$ cat config.mk
export PLATFORM = sky130hd
export DESIGN_NAME = soft_start_stop_motor_ramp
export DESIGN_NICKNAME = d
export VERILOG_FILES = /design/src/ssm_pkg.sv /design/src/ssm_cfg.sv /design/src/ssm_tick.sv /design/src/soft_start_stop_motor_ramp.sv
export SDC_FILE = /design/constraint.sdc
export NUM_CORES = 1
export LEC_CHECK = 0
export BUFFER_PORTS_ARGS = -buffer_cell sky130_fd_sc_hd__buf_2
export CORE_MARGIN = 2
export CORE_UTILIZATION = 60
export CTS_CLUSTER_SIZE = 20
export DETAILED_ROUTE_END_ITERATION = 16
export GPL_ROUTABILITY_DRIVEN = 1
export HOLD_SLACK_MARGIN = 0.15
export PLACE_DENSITY = 0.82
export SYNTH_ARGS = -nofsm -noshare
export SYNTH_HDL_FRONTEND = slang
export SYNTH_HIERARCHICAL = 1
export SYNTH_SLANG_ARGS = --single-unit
$ cat constraint.sdc
create_clock -name i_clk -period 7.64 [get_ports i_clk]
set_input_delay 1.528 -clock i_clk [delete_from_list [all_inputs] [get_ports i_clk]]
set_output_delay 1.528 -clock i_clk [all_outputs]
set_load 0.01 [all_outputs]
$ cat src/ssm_pkg.sv
package ssm_pkg;

    localparam int DUTY_W   = 16;
    localparam int SAMPLE_W = 12;
    localparam int ANGLE_W  = 7;
    localparam int CFG_IDX_W = 3;

    typedef enum logic [1:0] {
        MODE_IDLE     = 2'd0,
        MODE_STARTING = 2'd1,
        MODE_RUNNING  = 2'd2,
        MODE_STOPPING = 2'd3
    } t_mode;

    typedef enum logic [CFG_IDX_W-1:0] {
        REG_MAX_DUTY  = 3'd0,
        REG_MIN_DUTY  = 3'd1,
        REG_DUTY_STEP = 3'd2,
        REG_NEAR_THR  = 3'd3,
        REG_FAR_THR   = 3'd4
    } t_reg_idx;

    localparam logic [DUTY_W-1:0]   MAX_DUTY_RST  = 16'd65535;
    localparam logic [DUTY_W-1:0]   MIN_DUTY_RST  = 16'd0;
    localparam logic [DUTY_W-1:0]   DUTY_STEP_RST = 16'd1000;
    localparam logic [SAMPLE_W-1:0] NEAR_THR_RST  = 12'd2000;
    localparam logic [SAMPLE_W-1:0] FAR_THR_RST   = 12'd1000;
    localparam logic [ANGLE_W-1:0]  SERVO_ON_DEG  = 7'd90;
    localparam logic [ANGLE_W-1:0]  SERVO_OFF_DEG = 7'd0;

    typedef struct packed {
        logic [DUTY_W-1:0]   max_duty;
        logic [DUTY_W-1:0]   min_duty;
        logic [DUTY_W-1:0]   duty_step;
        logic [SAMPLE_W-1:0] near_thr;
        logic [SAMPLE_W-1:0] far_thr;
    } t_cfg;

    typedef struct packed {
        logic [DUTY_W-1:0] duty;
        logic              written;
        t_mode             mode;
        logic              present;
    } t_result;

endpackage

$ cat src/ssm_cfg.sv
module ssm_cfg (
    input  logic                         i_clk,
    input  logic                         i_rst_n,
    input  logic                         i_cfg_valid,
    input  logic [ssm_pkg::CFG_IDX_W-1:0] i_cfg_index,
    input  logic [ssm_pkg::DUTY_W-1:0]   i_cfg_data,
    output ssm_pkg::t_cfg                o_cfg
);
    import ssm_pkg::*;

    t_cfg r_cfg;

    always_ff @(posedge i_clk) begin
        if (!i_rst_n) begin
            r_cfg.max_duty  <= MAX_DUTY_RST;
            r_cfg.min_duty  <= MIN_DUTY_RST;
            r_cfg.duty_step <= DUTY_STEP_RST;
            r_cfg.near_thr  <= NEAR_THR_RST;
            r_cfg.far_thr   <= FAR_THR_RST;
        end else if (i_cfg_valid) begin
            unique case (i_cfg_index)
                REG_MAX_DUTY:  r_cfg.max_duty  <= i_cfg_data;
                REG_MIN_DUTY:  r_cfg.min_duty  <= i_cfg_data;
                REG_DUTY_STEP: r_cfg.duty_step <= i_cfg_data;
                REG_NEAR_THR:  r_cfg.near_thr  <= i_cfg_data[SAMPLE_W-1:0];
                REG_FAR_THR:   r_cfg.far_thr   <= i_cfg_data[SAMPLE_W-1:0];
                default: ;
            endcase
        end
    end

    assign o_cfg = r_cfg;

endmodule

$ cat src/ssm_tick.sv
module ssm_tick (
    input  logic                        i_clk,
    input  logic                        i_rst_n,
    input  logic                        i_en,
    input  logic [ssm_pkg::SAMPLE_W-1:0] i_sample,
    input  ssm_pkg::t_cfg               i_cfg,
    output ssm_pkg::t_result            o_res
);
    import ssm_pkg::*;

    t_mode             r_mode;
    t_mode             n_mode;
    logic [DUTY_W-1:0] r_duty;
    logic [DUTY_W-1:0] n_duty;
    logic              r_det;
    logic              n_det;
    t_mode             entry_mode;
    logic              written;
    logic [DUTY_W-1:0] gap;

    assign gap = i_cfg.max_duty - r_duty;

    always_comb begin
        entry_mode = r_mode;
        if (r_mode == MODE_IDLE && r_det) begin
            entry_mode = MODE_STARTING;
        end else if (r_mode == MODE_RUNNING && !r_det) begin
            entry_mode = MODE_STOPPING;
        end
        n_mode = entry_mode;
        unique case (entry_mode)
            MODE_STARTING: begin
                if (r_duty >= i_cfg.max_duty) n_mode = MODE_RUNNING;
            end
            MODE_STOPPING: begin
                if (r_duty <= i_cfg.min_duty) n_mode = MODE_IDLE;
            end
            default: ;
        endcase
    end

    always_comb begin
        n_duty  = r_duty;
        written = 1'b0;
        unique case (entry_mode)
            MODE_STARTING: begin
                if (r_duty < i_cfg.max_duty) begin
                    written = 1'b1;
                    n_duty  = (gap <= i_cfg.duty_step) ? i_cfg.max_duty
                                                       : r_duty + i_cfg.duty_step;
                end
            end
            MODE_STOPPING: begin
                if (r_duty > i_cfg.min_duty) begin
                    written = 1'b1;
                    n_duty  = (r_duty < i_cfg.duty_step) ? '0 : r_duty - i_cfg.duty_step;
                end
            end
            default: ;
        endcase
    end

    always_comb begin
        n_det = r_det;
        if (i_sample >= i_cfg.near_thr) begin
            n_det = 1'b1;
        end else if (i_sample <= i_cfg.far_thr) begin
            n_det = 1'b0;
        end
    end

    always_ff @(posedge i_clk) begin
        if (!i_rst_n) begin
            r_mode <= MODE_IDLE;
            r_duty <= '0;
            r_det  <= 1'b0;
        end else if (i_en) begin
            r_mode <= n_mode;
            r_duty <= n_duty;
            r_det  <= n_det;
        end
    end

    assign o_res.duty    = n_duty;
    assign o_res.written = written;
    assign o_res.mode    = n_mode;
    assign o_res.present = n_det;

endmodule

$ cat src/soft_start_stop_motor_ramp.sv
// Channel  Valid          Stall / ready   Payload
// input    i_in_valid     o_in_stall      i_proximity_sample
// output   o_out_valid    i_out_stall     o_duty_level .. o_servo_angle
// config   i_cfg_valid    o_cfg_ready     i_cfg_index, i_cfg_data
//
// One tick per cycle unless stalled or empty, through a sample register,
// then the ramp and hysteresis update into the result register.
// Synchronous active-low reset returns idle mode, zero duty, flag clear and
// register defaults. An output stall holds the result and the sample stage
// behind it; the input stalls only when both are full.
module soft_start_stop_motor_ramp (
    input  logic                          i_clk,
    input  logic                          i_rst_n,
    input  logic                          i_in_valid,
    output logic                          o_in_stall,
    input  logic [ssm_pkg::SAMPLE_W-1:0]  i_proximity_sample,
    output logic                          o_out_valid,
    input  logic                          i_out_stall,
    output logic [ssm_pkg::DUTY_W-1:0]    o_duty_level,
    output logic                          o_duty_written,
    output logic [1:0]                    o_motor_mode,
    output logic                          o_object_present,
    output logic [ssm_pkg::ANGLE_W-1:0]   o_servo_angle,
    input  logic                          i_cfg_valid,
    output logic                          o_cfg_ready,
    input  logic [ssm_pkg::CFG_IDX_W-1:0] i_cfg_index,
    input  logic [ssm_pkg::DUTY_W-1:0]    i_cfg_data
);
    import ssm_pkg::*;

    t_cfg                cfg;
    t_result             res;
    logic                advance;
    logic                s1_open;
    logic                r_s1_valid;
    logic [SAMPLE_W-1:0] r_sample;
    logic                r_out_valid;
    t_result             r_res;

    assign advance    = !r_out_valid || !i_out_stall;
    assign s1_open    = !r_s1_valid || advance;
    assign o_in_stall = !s1_open;
    assign o_cfg_ready = 1'b1;

    ssm_cfg u_cfg (
        .i_clk       (i_clk),
        .i_rst_n     (i_rst_n),
        .i_cfg_valid (i_cfg_valid),
        .i_cfg_index (i_cfg_index),
        .i_cfg_data  (i_cfg_data),
        .o_cfg       (cfg)
    );

    ssm_tick u_tick (
        .i_clk    (i_clk),
        .i_rst_n  (i_rst_n),
        .i_en     (r_s1_valid && advance),
        .i_sample (r_sample),
        .i_cfg    (cfg),
        .o_res    (res)
    );

    always_ff @(posedge i_clk) begin
        if (!i_rst_n) begin
            r_s1_valid <= 1'b0;
        end else if (s1_open) begin
            r_s1_valid <= i_in_valid;
        end
    end

    always_ff @(posedge i_clk) begin
        if (s1_open && i_in_valid) begin
            r_sample <= i_proximity_sample;
        end
    end

    always_ff @(posedge i_clk) begin
        if (!i_rst_n) begin
            r_out_valid <= 1'b0;
        end else if (advance) begin
            r_out_valid <= r_s1_valid;
        end
    end

    always_ff @(posedge i_clk) begin
        if (advance && r_s1_valid) begin
            r_res <= res;
        end
    end

    assign o_out_valid      = r_out_valid;
    assign o_duty_level     = r_res.duty;
    assign o_duty_written   = r_res.written;
    assign o_motor_mode     = r_res.mode;
    assign o_object_present = r_res.present;
    assign o_servo_angle    = r_res.present ? SERVO_ON_DEG : SERVO_OFF_DEG;

`ifndef SYNTHESIS
    a_written_ramp: assert property (@(posedge i_clk) disable iff (!i_rst_n)
        (o_out_valid && o_duty_written) |->
        (r_res.mode == MODE_STARTING || r_res.mode == MODE_STOPPING))
        else $error("duty written outside a ramp");

    a_start_cap: assert property (@(posedge i_clk) disable iff (!i_rst_n)
        (o_out_valid && o_duty_written && r_res.mode == MODE_STARTING) |->
        (o_duty_level <= cfg.max_duty))
        else $error("start ramp passed max duty");

    a_full_stall: assert property (@(posedge i_clk) disable iff (!i_rst_n)
        (r_out_valid && i_out_stall && r_s1_valid) |-> o_in_stall)
        else $error("input taken with both stages held");
`endif

endmodule
**After elaboration in Yosys (flattened, before gate mapping)**

Index checks and enable logic that the tools add are counted.

- Output and inout port bits: 30
- Logic and storage cells: 67
- Bits in read-only memories: 0
- Bits in latches: 0
- Register bits: 125
- Bits in writable memories: 0
- Memories kept: 0
- Input bits: 36

- Order comparisons: 8
- Add/sub/neg operators: 3
- Bitwise logic cells: 0
- Multiply operators: 0
- Eq/ne operators: 7
- Mux-type cells: 16
- Shift-type cells: 0
- Reduce and logical (&&, ||, !) cells: 18
- Div/mod/pow operators: 0

Operator list:

| kind | number |
|---|---|
| $mux W16 | 4 |
| $le A16 B16 Y1 | 2 |
| $lt A16 B16 Y1 | 2 |
| $pmux W16 S2 | 1 |
| $sub A16 B16 Y16 | 2 |
| $add A16 B16 Y16 | 1 |
| $ge A16 B16 Y1 | 1 |
| $gt A16 B16 Y1 | 1 |
| $ge A12 B12 Y1 | 1 |
| $le A12 B12 Y1 | 1 |
| $reduce_and A2 Y1 | 5 |
| $mux W2 | 4 |
| $mux W7 | 1 |
| $eq A3 B2 Y1 const B | 2 |
| $logic_not A1 Y1 | 5 |
| $eq A2 B2 Y1 const B | 2 |
| $logic_and A1 B1 Y1 | 4 |
| $mux W1 | 4 |
| $pmux W2 S2 | 1 |
| $eq A3 B1 Y1 const B | 1 |
| $eq A3 B3 Y1 const B | 1 |
| $logic_not A3 Y1 | 1 |
| $eq A2 B1 Y1 const B | 1 |
| $logic_not A2 Y1 | 1 |
| 2 further kinds | 3 |

**Longest topological paths before layout**

Gate-level depths: netlist of the first run.

- Depth in word-level cells: 6
- Mapped depth: 22

**By module**

The synthesis of the first run kept the hierarchy.

Modules (own cells, without submodules):

| module | times used | seq. area each (um2) | area an instance (um2) | cells an instance |
|---|---|---|---|---|
| ssm_tick | 1 | 380.4 | 4968.5 | 668 |
| ssm_cfg | 1 | 1441.4 | 2835.2 | 274 |
| soft_start_stop_motor_ramp | 1 | 1001.0 | 1112.3 | 50 |

**Least setup slack after synthesis of the first run**

OpenSTA, ideal clock, no wires.

- Path kind: input-to-reg
- Start: in i_out_stall
- End: reg u_tick.r_det
- Path slack: 3291 ps
- Buffers on the path: 0
- Cell stages on the path: 4
- Data arrival time: 4270 ps
- Cells stage by stage: a21boi_0 inv_1 or3_1 o211ai_1

- Longest elaborated chain between the ends: 3

RTL lines:

| item | RTL line | source |
|---|---|---|
| start, declared | soft_start_stop_motor_ramp.sv:18 | `input logic i_out_stall,` |
| $logic_not A1 Y1 | soft_start_stop_motor_ramp.sv:40 | `assign advance = !r_out_valid \|\| !i_out_stall;` |
| $logic_or A1 B1 Y1 | soft_start_stop_motor_ramp.sv:40 |  |
| $logic_and A1 B1 Y1 | soft_start_stop_motor_ramp.sv:57 | `.i_en (r_s1_valid && advance),` |
| end signal, assigned | ssm_tick.sv:80 | `r_det <= n_det;` |
| end, declared | ssm_tick.sv:15 | `logic r_det;` |

Every way passes these cells.
A chain may end at the register's enable or synchronous reset.

==> results of run 1 <==
## layer usage
layer | part of all wire, % | vias up
li1 | - | 3574
met1 | 45 | 3414
met2 | 45 | 274
met3 | 7.0 | 42
met4 | 2.6 | 0
met5 | 0 | -
## worst reg2reg max path: stages (launching register included)
cell and delay (ns):
dfxtp_1 0.57, inv_1 0.11, ha_1 0.31, a21o_1 0.16, a21oi_1 0.24, a2bb2oi_1 0.33, a2111o_1 0.22, and4_1 0.24
nor2_1 0.07, xor2_1 0.14, ha_1 0.30, nand4_1 0.17, nor4_1 0.36, a21boi_1 0.20, o41a_1 0.93, mux2_2 0.42
a21oi_1 0.22, a22oi_1 0.11
## synthesized netlist by cell type (all sizes together) (8+ instances only)
master	number
clkbuf	19
dfxtp	93
o21ai	33
a31oi	9
nand4	13
xor2	9
a21oi	57
xnor2	29
nor2	41
mux2i	75
ha	103
a211oi	17
inv	101
buf	29
nor3	15
o21ba	8
a21o	17
nor2b	66
nand2	84
nand3	14
edfxtp	32
o31ai	10
o21a	8
nand2b	12
## final timing paths
check,end,slack (ns),cells after the start
setup / recovery,o_duty_level[8]$_DFFE_PP_,2.27,17
hold / removal,u_cfg/o_cfg[55]$_SDFFE_PN0P_,0.46,2
setup reg to reg,o_duty_level[8]$_DFFE_PP_,2.27,17
hold reg to reg,u_cfg/o_cfg[55]$_SDFFE_PN0P_,0.46,2
## state kept, by name, summed over array words and instances, names as in the netlist
| signal | count |
|---|---|
| u_tick/r_mode | 2 |
| u_cfg/o_cfg | 72 |
| o_duty_level | 16 |
| u_tick/r_duty | 16 |
| o_object_present | 1 |
| o_out_valid | 1 |
| u_tick/r_det | 1 |
| o_motor_mode | 2 |
| o_duty_written | 1 |
| r_sample | 12 |
| r_s1_valid | 1 |
## cells by family after synthesis
logic type,count (synthesis),share of synthesized area [%]
flip-flops,125,31.7
adder cells (fa/ha/maj),106,15.1
XOR/XNOR,38,3.73
AND/OR/NAND/NOR,283,16.7
other,2,0.0842
multiplexers,77,8.67
AO/OA/AOI/OAI,211,16.9
buffers and inverters,150,7.17
## power groups by stage
stage / logic [mW] / clock network, mW / registers (mW)
floorplan: 0.313 / 0 / 0.750
global placement: 0.406 / 0 / 0.755
detailed placement: 0.412 / 0 / 0.756
CTS: 0.417 / 0.789 / 0.742
global route: 0.465 / 0.820 / 0.745
finish: 0.425 / 0.779 / 0.743
## area by class of cell
type,count,area [um2]
Fill cell,1189,4700
Sequential cell,125,2820
Inverter,102,383
Tap cell,184,230
Multi-Input combinational cell,719,5480
Timing Repair Buffer,66,345
Clock buffer,18,450
Clock inverter,14,121
==> metrics.cfg, run 1 <==
[synth]
async_reset_ff_share_pct = 0
ys_warn_count = 6
synth_edf_count = 32
yosysSeqAreaShare_pct = 31.7
ys_dominant_reg_cell = dfxtp_1
synthTopCellsByArea = dfxtp_1 21%, ha_1 14%, edfxtp_1 11%
yosys.area.top_type = dfxtp_1
postSynthCellCount = 992
synth.avg_cell_area_um2 = 8.99
synth-seq-cells = 125
ys_types = 79
synthesis.area_mm2 = 0.00892
synth_top_area_share_pct = 20.9

[pwr]
finalPower_mw = 1.95
pwr-share-seq_pct = 38.1
power_frac_comb_pct = 21.8
power.density_mw_per_mm2 = 198
p_sw_mw = 0.614
p_clk_share_pct = 40.0
internal_power_mw = 1.33
switching_share_pct = 31.5
power_leakage_nw = 4.39
vdd_drop_max_mv = 0.171

[sta]
min_period_ns = 5.37
worst_clock_skew_ns = 0.0112
rsz0062_at_grt = false
report.final.hold_viol_count = 0
finalSetupTns_ns = 0
slew_viol_final = 0
relSlewSlack_pct = 23.2
layout_setup_ws_ns = 2.27
period_share_pct = 70.3
tightest_slew_ns = 1.15
holdWs_ns = 0.460
setup-violations-final = 0
fmax_mhz = 186

[placed_design]
dpl_cell_area_mm2 = 0.00926
dp.cells = 1196
hpwl_mm = 16.7
gp_congestion = 0.928
dp_slack_ns = 2.47
place.port_buffers = 61

[setup_path]
crit_path_end_kind = flop
r2r-start = u_tick/r_duty[1]$_SDFFE_PN0P_
cp-start-kind = flop
worstSetupPathType = flop to flop
worstPathArrival_ns = 5.53
cp_cell_sequence = inv_1 > ha_1 > a21o_1 > a21oi_1 > a2bb2oi_1 > a2111o_1 > and4_1 > nor2_1 > xor2_1 > ha_1 > nand4_1 > nor4_1 > a21boi_1 > o41a_1 > mux2_2 > a21oi_1 > a22oi_1
slowest_delay_ns = 0.93
critPathRequiredTime_ns = 7.80
crit_family = compound AO/OA/AOI/OAI gates
crit_start = u_tick/r_duty[1]$_SDFFE_PN0P_
critPathMaxFanout = 25
cp_num_buf_inv = 1
crit_slowest_cell = o41a_1

[hold_path]
hp-class = flop to flop
min_from = u_cfg/o_cfg[55]$_SDFFE_PN0P_

[final_layout]
nets = 1173
area_delta_synth_final_pct = 10.3
final_cell_mix = 103 x ha_1, 101 x inv_1, 93 x dfxtp_1
drive_above_1_share_pct = 11.3
final_cell_area_mm2 = 0.00983
layout_commonest_cell = ha_1
final_util_pct = 67.6
diodes = 0
layoutNonFillerInstCount = 1228

[clock_tree]
cts_buffer_depth = 2
cts_buffers = 17
clockRootBuffer = clkbuf_16
post_cts_resized = 0
htree_levels = 4
insertion_delay_ns = 0.43
cts_setup_buffers = 0
cts_hold_buf = 0
worst_setup_hold_path_clk_slew_ns = 0.06
clock_sinks = 125
cts_tree = done

[run]
maxCapViolations = 0

[routing]
routedWlPerCell_um = 18.3
drtPass1Iterations = 5
drt_iter0_drc = 543
antenna_violating_nets_post_route = 0
drt_wl_total_mm = 22.4
vias = 7304
drc = 0
via_per_inst = 5.95

[floorplan]
initial_core_util_pct = 61.3
placementRows = 44
die_y_um = 126
coreArea_mm2 = 0.0145
ios = 66
die-area_mm2 = 0.0159
fp.dieW_um = 126

[global_route]
overflow = 0
met3_usage_pct = 5.35
antenna_found_initial = 0
grt_usage_pct = 28.6
grt_pass1_wl_mm = 35.8
first_global_vias = 6983
top_usage_layer = met2
met2_usage_pct = 45.9
grt_max_degree = 106
grtUsageMet1_pct = 38.9

[run_status]
outcome = finished, final reports clean

Note: power is estimated with default switching activity, not from simulation.
==> run 2: changes to the inputs <==
--- a/config.mk
+++ b/config.mk
@@ -5,6 +5,7 @@
 export SDC_FILE = /design/constraint.sdc
 export NUM_CORES = 1
 export LEC_CHECK = 0
+export ABC_AREA = 1
 export BUFFER_PORTS_ARGS = -buffer_cell sky130_fd_sc_hd__buf_2
 export CORE_MARGIN = 2
 export CORE_UTILIZATION = 60
@@ -12,7 +13,7 @@
 export DETAILED_ROUTE_END_ITERATION = 16
 export GPL_ROUTABILITY_DRIVEN = 1
 export HOLD_SLACK_MARGIN = 0.15
-export PLACE_DENSITY = 0.82
+export PLACE_DENSITY = 0.81
 export SYNTH_ARGS = -nofsm -noshare
 export SYNTH_HDL_FRONTEND = slang
 export SYNTH_HIERARCHICAL = 1
==> constraint.sdc (replaced) <==
create_clock -name i_clk -period 5.6 [get_ports i_clk]
set_input_delay 1.12 -clock i_clk [delete_from_list [all_inputs] [get_ports i_clk]]
set_output_delay 1.12 -clock i_clk [all_outputs]
set_load 0.01 [all_outputs]
==> run 2 against run 1 <==
Clock power up 27%. Cell count up 33%. Fmax up 13%. Flip-flop and latch count unchanged. Non-clock buffer count down 2. Sequential power up 39%. Die area up 6.3%. Global-route usage up 4.2 points. First-iteration DRC count up 66%.
==> metrics.cfg, run 2 <==
[floorplan]
coreArea_mm2 = 0.0153  ; +5.4%
fp.dieW_um = 130  ; +3.1%
initial_core_util_pct = 62.0  ; +0.69 points
placementRows = 45  ; +2.3%
ios = 66  ; unchanged
die_y_um = 130  ; +3.1%
die-area_mm2 = 0.0169  ; +6.3%

[clock_tree]
cts_hold_buf = 0  ; unchanged
insertion_delay_ns = 0.43  ; about the same
cts_buffers = 17  ; unchanged
worst_setup_hold_path_clk_slew_ns = 0.05  ; about the same
clock_sinks = 125  ; unchanged
post_cts_resized = 0  ; unchanged
cts_setup_buffers = 0  ; unchanged
cts_tree = done
htree_levels = 4  ; unchanged
clockRootBuffer = clkbuf_16
cts_buffer_depth = 2  ; unchanged

[synth]
synth_edf_count = 32  ; unchanged
ys_warn_count = 6  ; unchanged
synth_commonest_cells = 368 x nand2_1, 191 x inv_1, 142 x nand3_1, 128 x nor2_1, 104 x a21oi_1
async_reset_ff_share_pct = 0  ; unchanged
synth-seq-cells = 125  ; unchanged
yosys.area.top_type = dfxtp_1
postSynthCellCount = 1383  ; +39%
ys_dominant_reg_cell = dfxtp_1
synth_top_area_share_pct = 19.6  ; -1.3 points
yosysSeqAreaShare_pct = 29.7  ; -1.9 points
synthTopCellsByArea = dfxtp_1 20%, nand2_1 15%, ha_1 14%
ys_types = 44  ; -44%
synth.avg_cell_area_um2 = 6.87  ; -24%
synthesis.area_mm2 = 0.00950  ; +6.6%
yosysMostFrequentCell = nand2_1

[sta]
finalSetupTns_ns = 0  ; unchanged
fmax_mhz = 211  ; +13%
period_share_pct = 84.7  ; +14 points
worst_clock_skew_ns = 0.0110  ; -0.000195 ns
min_period_ns = 4.74  ; -0.629 ns
report.final.hold_viol_count = 0  ; unchanged
relSlewSlack_pct = 38.3  ; +15 points
holdWs_ns = 0.466  ; +0.00557 ns
slew_viol_final = 0  ; unchanged
tightest_slew_ns = 0.922  ; -0.230 ns
rsz0062_at_grt = false
setup-violations-final = 0  ; unchanged

[final_layout]
diodes = 0  ; unchanged
layout_commonest_cell = nand2_1
largest_reg_flops = 72  ; unchanged
drive_above_1_share_pct = 9.94  ; -1.4 points
area_delta_synth_final_pct = 8.39
nets = 1557  ; +33%
final_util_pct = 67.2  ; -0.41 points
final_cell_mix = 368 x nand2_1, 191 x inv_1, 142 x nand3_1
final_cell_area_mm2 = 0.0103  ; +4.7%

[routing]
vias = 9325  ; +28%
drc = 0  ; unchanged
drt_iter0_drc = 901  ; +66%
antenna_violating_nets_post_route = 0  ; unchanged
drtPass1Iterations = 6  ; +1
via_per_inst = 5.69  ; -4.3%
routedWlPerCell_um = 16.4  ; -10%
drt_wl_total_mm = 26.9  ; +20%

[setup_path]
r2r-start = u_tick/r_duty[1]$_SDFFE_PN0P_
worstSetupPathType = flop to flop
critPathRequiredTime_ns = 5.77  ; -2.03 ns
cp-start-kind = flop
crit_start = u_tick/r_duty[1]$_SDFFE_PN0P_
crit_path_end_kind = flop
worstPathArrival_ns = 4.92  ; -0.61 ns
critPathMaxFanout = 21  ; -16%

[pwr]
vdd_drop_max_mv = 0.210  ; +23%
power_leakage_nw = 5.39  ; +23%
finalPower_mw = 2.89  ; +48%
p_clk_share_pct = 34.3  ; -5.7 points
internal_power_mw = 1.83  ; +38%
p_sw_mw = 1.05  ; +71%
power_frac_comb_pct = 30.0  ; +8.2 points
pwr-share-seq_pct = 35.7  ; -2.4 points
power.density_mw_per_mm2 = 280  ; +42%
switching_share_pct = 36.5  ; +4.9 points

[hold_path]
hp-class = flop to flop
min_from = u_cfg/o_cfg[22]$_SDFFE_PN1P_

[global_route]
first_global_vias = 8448  ; +21%
grt_max_degree = 55  ; -48%
antenna_found_initial = 0  ; unchanged
grt_pass1_wl_mm = 42.8  ; +19%
grt_usage_pct = 32.8  ; +4.2 points
overflow = 0  ; unchanged

[placed_design]
hpwl_mm = 20.4  ; +22%
dpl_cell_area_mm2 = 0.00977  ; +5.5%
place.port_buffers = 61  ; unchanged
gp_congestion = 0.998  ; +7.5%

[run]
maxCapViolations = 0  ; unchanged

[run_status]
outcome = finished, final reports clean

-- run 2: cell types whose count changed in the layout (fill, tap and decap cells not counted), sizes merged, moves of 17 or more --
| cell | delta |
|---|---|
| a211oi | -17 |
| xnor2 | -23 |
| nand3 | +137 |
| nand2 | +293 |
| inv | +93 |
| nor2b | -66 |
| a21oi | +49 |
| nor2 | +97 |
| mux2i | -75 |
-- run 2: path summary, 6_finish.rpt --
| path | to | slack (ns) | cells after the start |
|---|---|---|---|
| worst max register to register | o_duty_level[12]$_DFFE_PP_ | 0.86 | 19 |
| worst max-delay path | o_duty_level[12]$_DFFE_PP_ | 0.86 | 19 |
| worst min register to register | u_cfg/o_cfg[22]$_SDFFE_PN1P_ | 0.47 | 2 |
| worst min-delay path | u_cfg/o_cfg[22]$_SDFFE_PN1P_ | 0.47 | 2 |
-- run 2: per-layer routing --
layer / part of all wire (%) / vias to the layer above / global-route usage, %
met5: 0 / - / 0
met2: 44 / 496 / 50.2
li1: - / 4507 / -
met3: 9.2 / 71 / 5.99
met4: 3.3 / 0 / 14.4
met1: 43 / 4251 / 45.6
-- run 2: kinds of logic (layout without fill, tap and decap cells) --
family / Yosys count / count (layout) / synth area share [%]
flip-flops: 125 / 125 / 29.7
AO/OA/AOI/OAI: 170 / 170 / 9.88
buffers and inverters: 253 / 296 / 11.5
adder cells (fa/ha/maj): 106 / 106 / 14.2
other: 2 / 4 / 0.0790
AND/OR/NAND/NOR: 697 / 697 / 31.9
XOR/XNOR: 30 / 30 / 2.77
-- run 2: stage by stage --
| step | setup WS (ns) | instances |
|---|---|---|
| floorplan | 2.11 | 1385 |
| global placement | 1.23 | 1607 |
| detailed placement | 1.03 | 1607 |
| CTS | 0.990 | 1639 |
| global route | 0.537 | 1639 |
| finish | 0.856 | 1639 |
-- run 2: worst max-delay path, stage by stage, from the launching register on --
cell and delay [ns]:
dfxtp_1 0.57, inv_1 0.17, ha_1 0.31, nand2_1 0.08, o21ai_1 0.09, a31oi_1 0.31
o21ai_1 0.15, a21boi_0 0.33, o21ai_1 0.13, xor2_1 0.16, ha_1 0.32, nand4_1 0.10
nor3_2 0.19, nand4_2 0.22, nand2_1 0.60, inv_1 0.33, nand3_1 0.20, nand2_1 0.07
nand2_1 0.09, nand3_1 0.07
-- run 2: area by class of cell --
cell class	count	area, um2
flip-flops and latches	125	2820
well taps	211	264
clock buffers	18	429
repair buffers	64	328
fillers	1362	5020
clock inverters	14	95.1
multi-input cells	1007	5610
inverters	200	751
-- run 2: power groups by stage --
stage	logic [mW]	registers (mW)	clock network, mW
floorplan	0.627	1.04	0
global placement	0.821	1.05	0
detailed placement	0.828	1.05	0
CTS	0.838	1.03	0.996
global route	0.958	1.04	1.04
finish	0.867	1.03	0.989
==> run 3: changes to the inputs <==
==> constraint.sdc (replaced) <==
create_clock -name i_clk -period 4.7 [get_ports i_clk]
set_input_delay 0.94 -clock i_clk [delete_from_list [all_inputs] [get_ports i_clk]]
set_output_delay 0.94 -clock i_clk [all_outputs]
set_load 0.01 [all_outputs]
==> run 3 against run 2 <==
Combinational power up 19%. Global-route usage about the same. Count of clock-buffer cells in the layout is the same. Setup slack lost 0.27 ns. Via count shrank 1.3%. Highest routed layer unchanged.
==> metrics.cfg, run 3 (synthesis gave the netlist of run 2 again) <==
[run_status]
outcome = finished, final reports clean

[sta]
fmax_mhz = 243  ; +15%
worst_clock_skew_ns = 0.00902  ; -0.00197 ns
finalSetupTns_ns = 0  ; unchanged
slew_viol_final = 0  ; unchanged
setup-violations-final = 0  ; unchanged
rsz0062_at_grt = false
tightest_slew_ns = 0.974  ; +0.0519 ns
period_share_pct = 87.6  ; +2.9 points
report.final.hold_viol_count = 0  ; unchanged
relSlewSlack_pct = 34.8  ; -3.5 points
min_period_ns = 4.12  ; -0.628 ns

[floorplan]
ios = 66  ; unchanged
placementRows = 45  ; unchanged
initial_core_util_pct = 62.0  ; unchanged
coreArea_mm2 = 0.0153  ; unchanged
die_y_um = 130  ; unchanged
fp.dieW_um = 130  ; unchanged
die-area_mm2 = 0.0169  ; unchanged

[final_layout]
diodes = 0  ; unchanged
final_cell_mix = 368 x nand2_1, 191 x inv_1, 142 x nand3_1
layoutNonFillerInstCount = 1642  ; +0.18%
fill_cells = 1398  ; +2.6%
drive_above_1_share_pct = 10.3  ; +0.40 points
largest_reg_flops = 72  ; unchanged
final_cell_area_mm2 = 0.0104  ; +0.66%
nets = 1560  ; +0.19%
layout_commonest_cell = nand2_1
final_util_pct = 67.7  ; +0.44 points
area_delta_synth_final_pct = 9.10

[routing]
drt_wl_total_mm = 27.2  ; +1.2%
drt_iter0_drc = 802  ; -11%
vias = 9203  ; -1.3%
drc = 0  ; unchanged
antenna_violating_nets_post_route = 0  ; unchanged
routedWlPerCell_um = 16.6  ; +1.0%
drtPass1Iterations = 5  ; -1
via_per_inst = 5.60  ; -1.5%

[clock_tree]
htree_levels = 4  ; unchanged
clockRootBuffer = clkbuf_16
clock_sinks = 125  ; unchanged
cts_hold_buf = 0  ; unchanged
cts_buffer_depth = 2  ; unchanged
cts_setup_buffers = 0  ; unchanged
worst_setup_hold_path_clk_slew_ns = 0.06  ; about the same
post_cts_resized = 0  ; unchanged
cts_tree = done
insertion_delay_ns = 0.43  ; about the same
cts_buffers = 17  ; unchanged

[placed_design]
hpwl_mm = 20.8  ; +1.9%
dp.cells = 1610  ; +0.19%
place.port_buffers = 61  ; unchanged
dpl_cell_area_mm2 = 0.00980  ; +0.23%
gp_congestion = 0.989  ; -0.87%

[setup_path]
rr_endpoint = o_duty_level[13]$_DFFE_PP_
cp-start-kind = flop
ff2ff_setup_slack_ns = 0.58  ; -0.27 ns
worstPathArrival_ns = 4.30  ; -0.62 ns
critPathMaxFanout = 11  ; -48%
critPathRequiredTime_ns = 4.88  ; -0.89 ns
worstSetupPathType = flop to flop
rr_worst_depth = 20  ; +1
crit_start = u_tick/r_duty[2]$_SDFFE_PN0P_
r2r-start = u_tick/r_duty[2]$_SDFFE_PN0P_
crit_path_end_kind = flop
critPathCapture = o_duty_level[13]$_DFFE_PP_

[hold_path]
hp-class = flop to flop

[run]
maxCapViolations = 0  ; unchanged

[global_route]
grt_usage_pct = 32.8  ; about the same
grt_pass1_wl_mm = 42.4  ; -0.93%
grt_max_degree = 52  ; -5.5%
first_global_vias = 8224  ; -2.7%
overflow = 0  ; unchanged
antenna_found_initial = 0  ; unchanged

[pwr]
vdd_drop_max_mv = 0.246  ; +17%
power.density_mw_per_mm2 = 343  ; +22%
power_leakage_nw = 5.43  ; +0.74%
finalPower_mw = 3.55  ; +23%

==> run 3: cell type report <==
class	instances	area, um2	share of cell area [%]
multi-input combinational	1007	5610	54.1
sequential	125	2820	27.2
inverter	200	751	7.24
clock buffer	18	439	4.24
timing repair buffer	67	350	3.38
tap	211	264	2.55
clock inverter	14	130	1.26
==> run 3: worst min path at each step <==
stage                                            start                           end  slack [ns]  cells past startpoint
final                     u_cfg/o_cfg[21]$_SDFFE_PN1P_  u_cfg/o_cfg[21]$_SDFFE_PN1P_        0.46                      2
after detailed placement  u_cfg/o_cfg[21]$_SDFFE_PN1P_  u_cfg/o_cfg[21]$_SDFFE_PN1P_        0.44                      2
after global routing      u_cfg/o_cfg[21]$_SDFFE_PN1P_  u_cfg/o_cfg[21]$_SDFFE_PN1P_        0.49                      2
after CTS                 u_cfg/o_cfg[21]$_SDFFE_PN1P_  u_cfg/o_cfg[21]$_SDFFE_PN1P_        0.46                      2
after global placement    u_cfg/o_cfg[16]$_SDFFE_PN1P_  u_cfg/o_cfg[16]$_SDFFE_PN1P_        0.44                      2
after floorplan           u_cfg/o_cfg[16]$_SDFFE_PN1P_  u_cfg/o_cfg[16]$_SDFFE_PN1P_        0.43                      2
==> run 3: per-layer routing <==
metal  vias to the layer above  track usage (%)  routed length (um)
li1                       4512                -                   -
met1                      4209             45.2               11800
met2                       435             52.0               12200
met3                        47             6.68                2560
met4                         0             10.6                 694
met5                         -                0                   0
==> run 3: worst max-delay path, cell delays in order (launching register included) <==
cell	delay, ns
dfxtp_1	0.47
inv_1	0.13
ha_1	0.35
a21oi_1	0.17
o21ai_1	0.12
a31oi_1	0.31
o21ai_1	0.14
a21boi_0	0.29
o21ai_1	0.11
xor2_1	0.15
ha_1	0.33
nand4_1	0.10
nor3_2	0.19
nand2_1	0.10
nand2_2	0.13
nand2_1	0.11
buf_4	0.19
a21oi_1	0.20
o21ai_1	0.10
nand2_1	0.09
nand2_1	0.05
==> run 3: where the power goes <==
group | internal, mW | switching [mW] | total (mW)
Combinational | 0.344 | 0.691 | 1.03
Sequential | 1.18 | 0.0535 | 1.23
Clock | 0.750 | 0.540 | 1.29
==> run 3: per-stage QoR <==
step,hold slack [ns],setup WS (ns)
6_report,0.458,0.584
5_1_grt,0.488,0.264
4_1_cts,0.458,0.650
3_5_place_dp,0.442,0.679
3_3_place_gp,0.440,0.768
2_1_floorplan,0.429,1.21
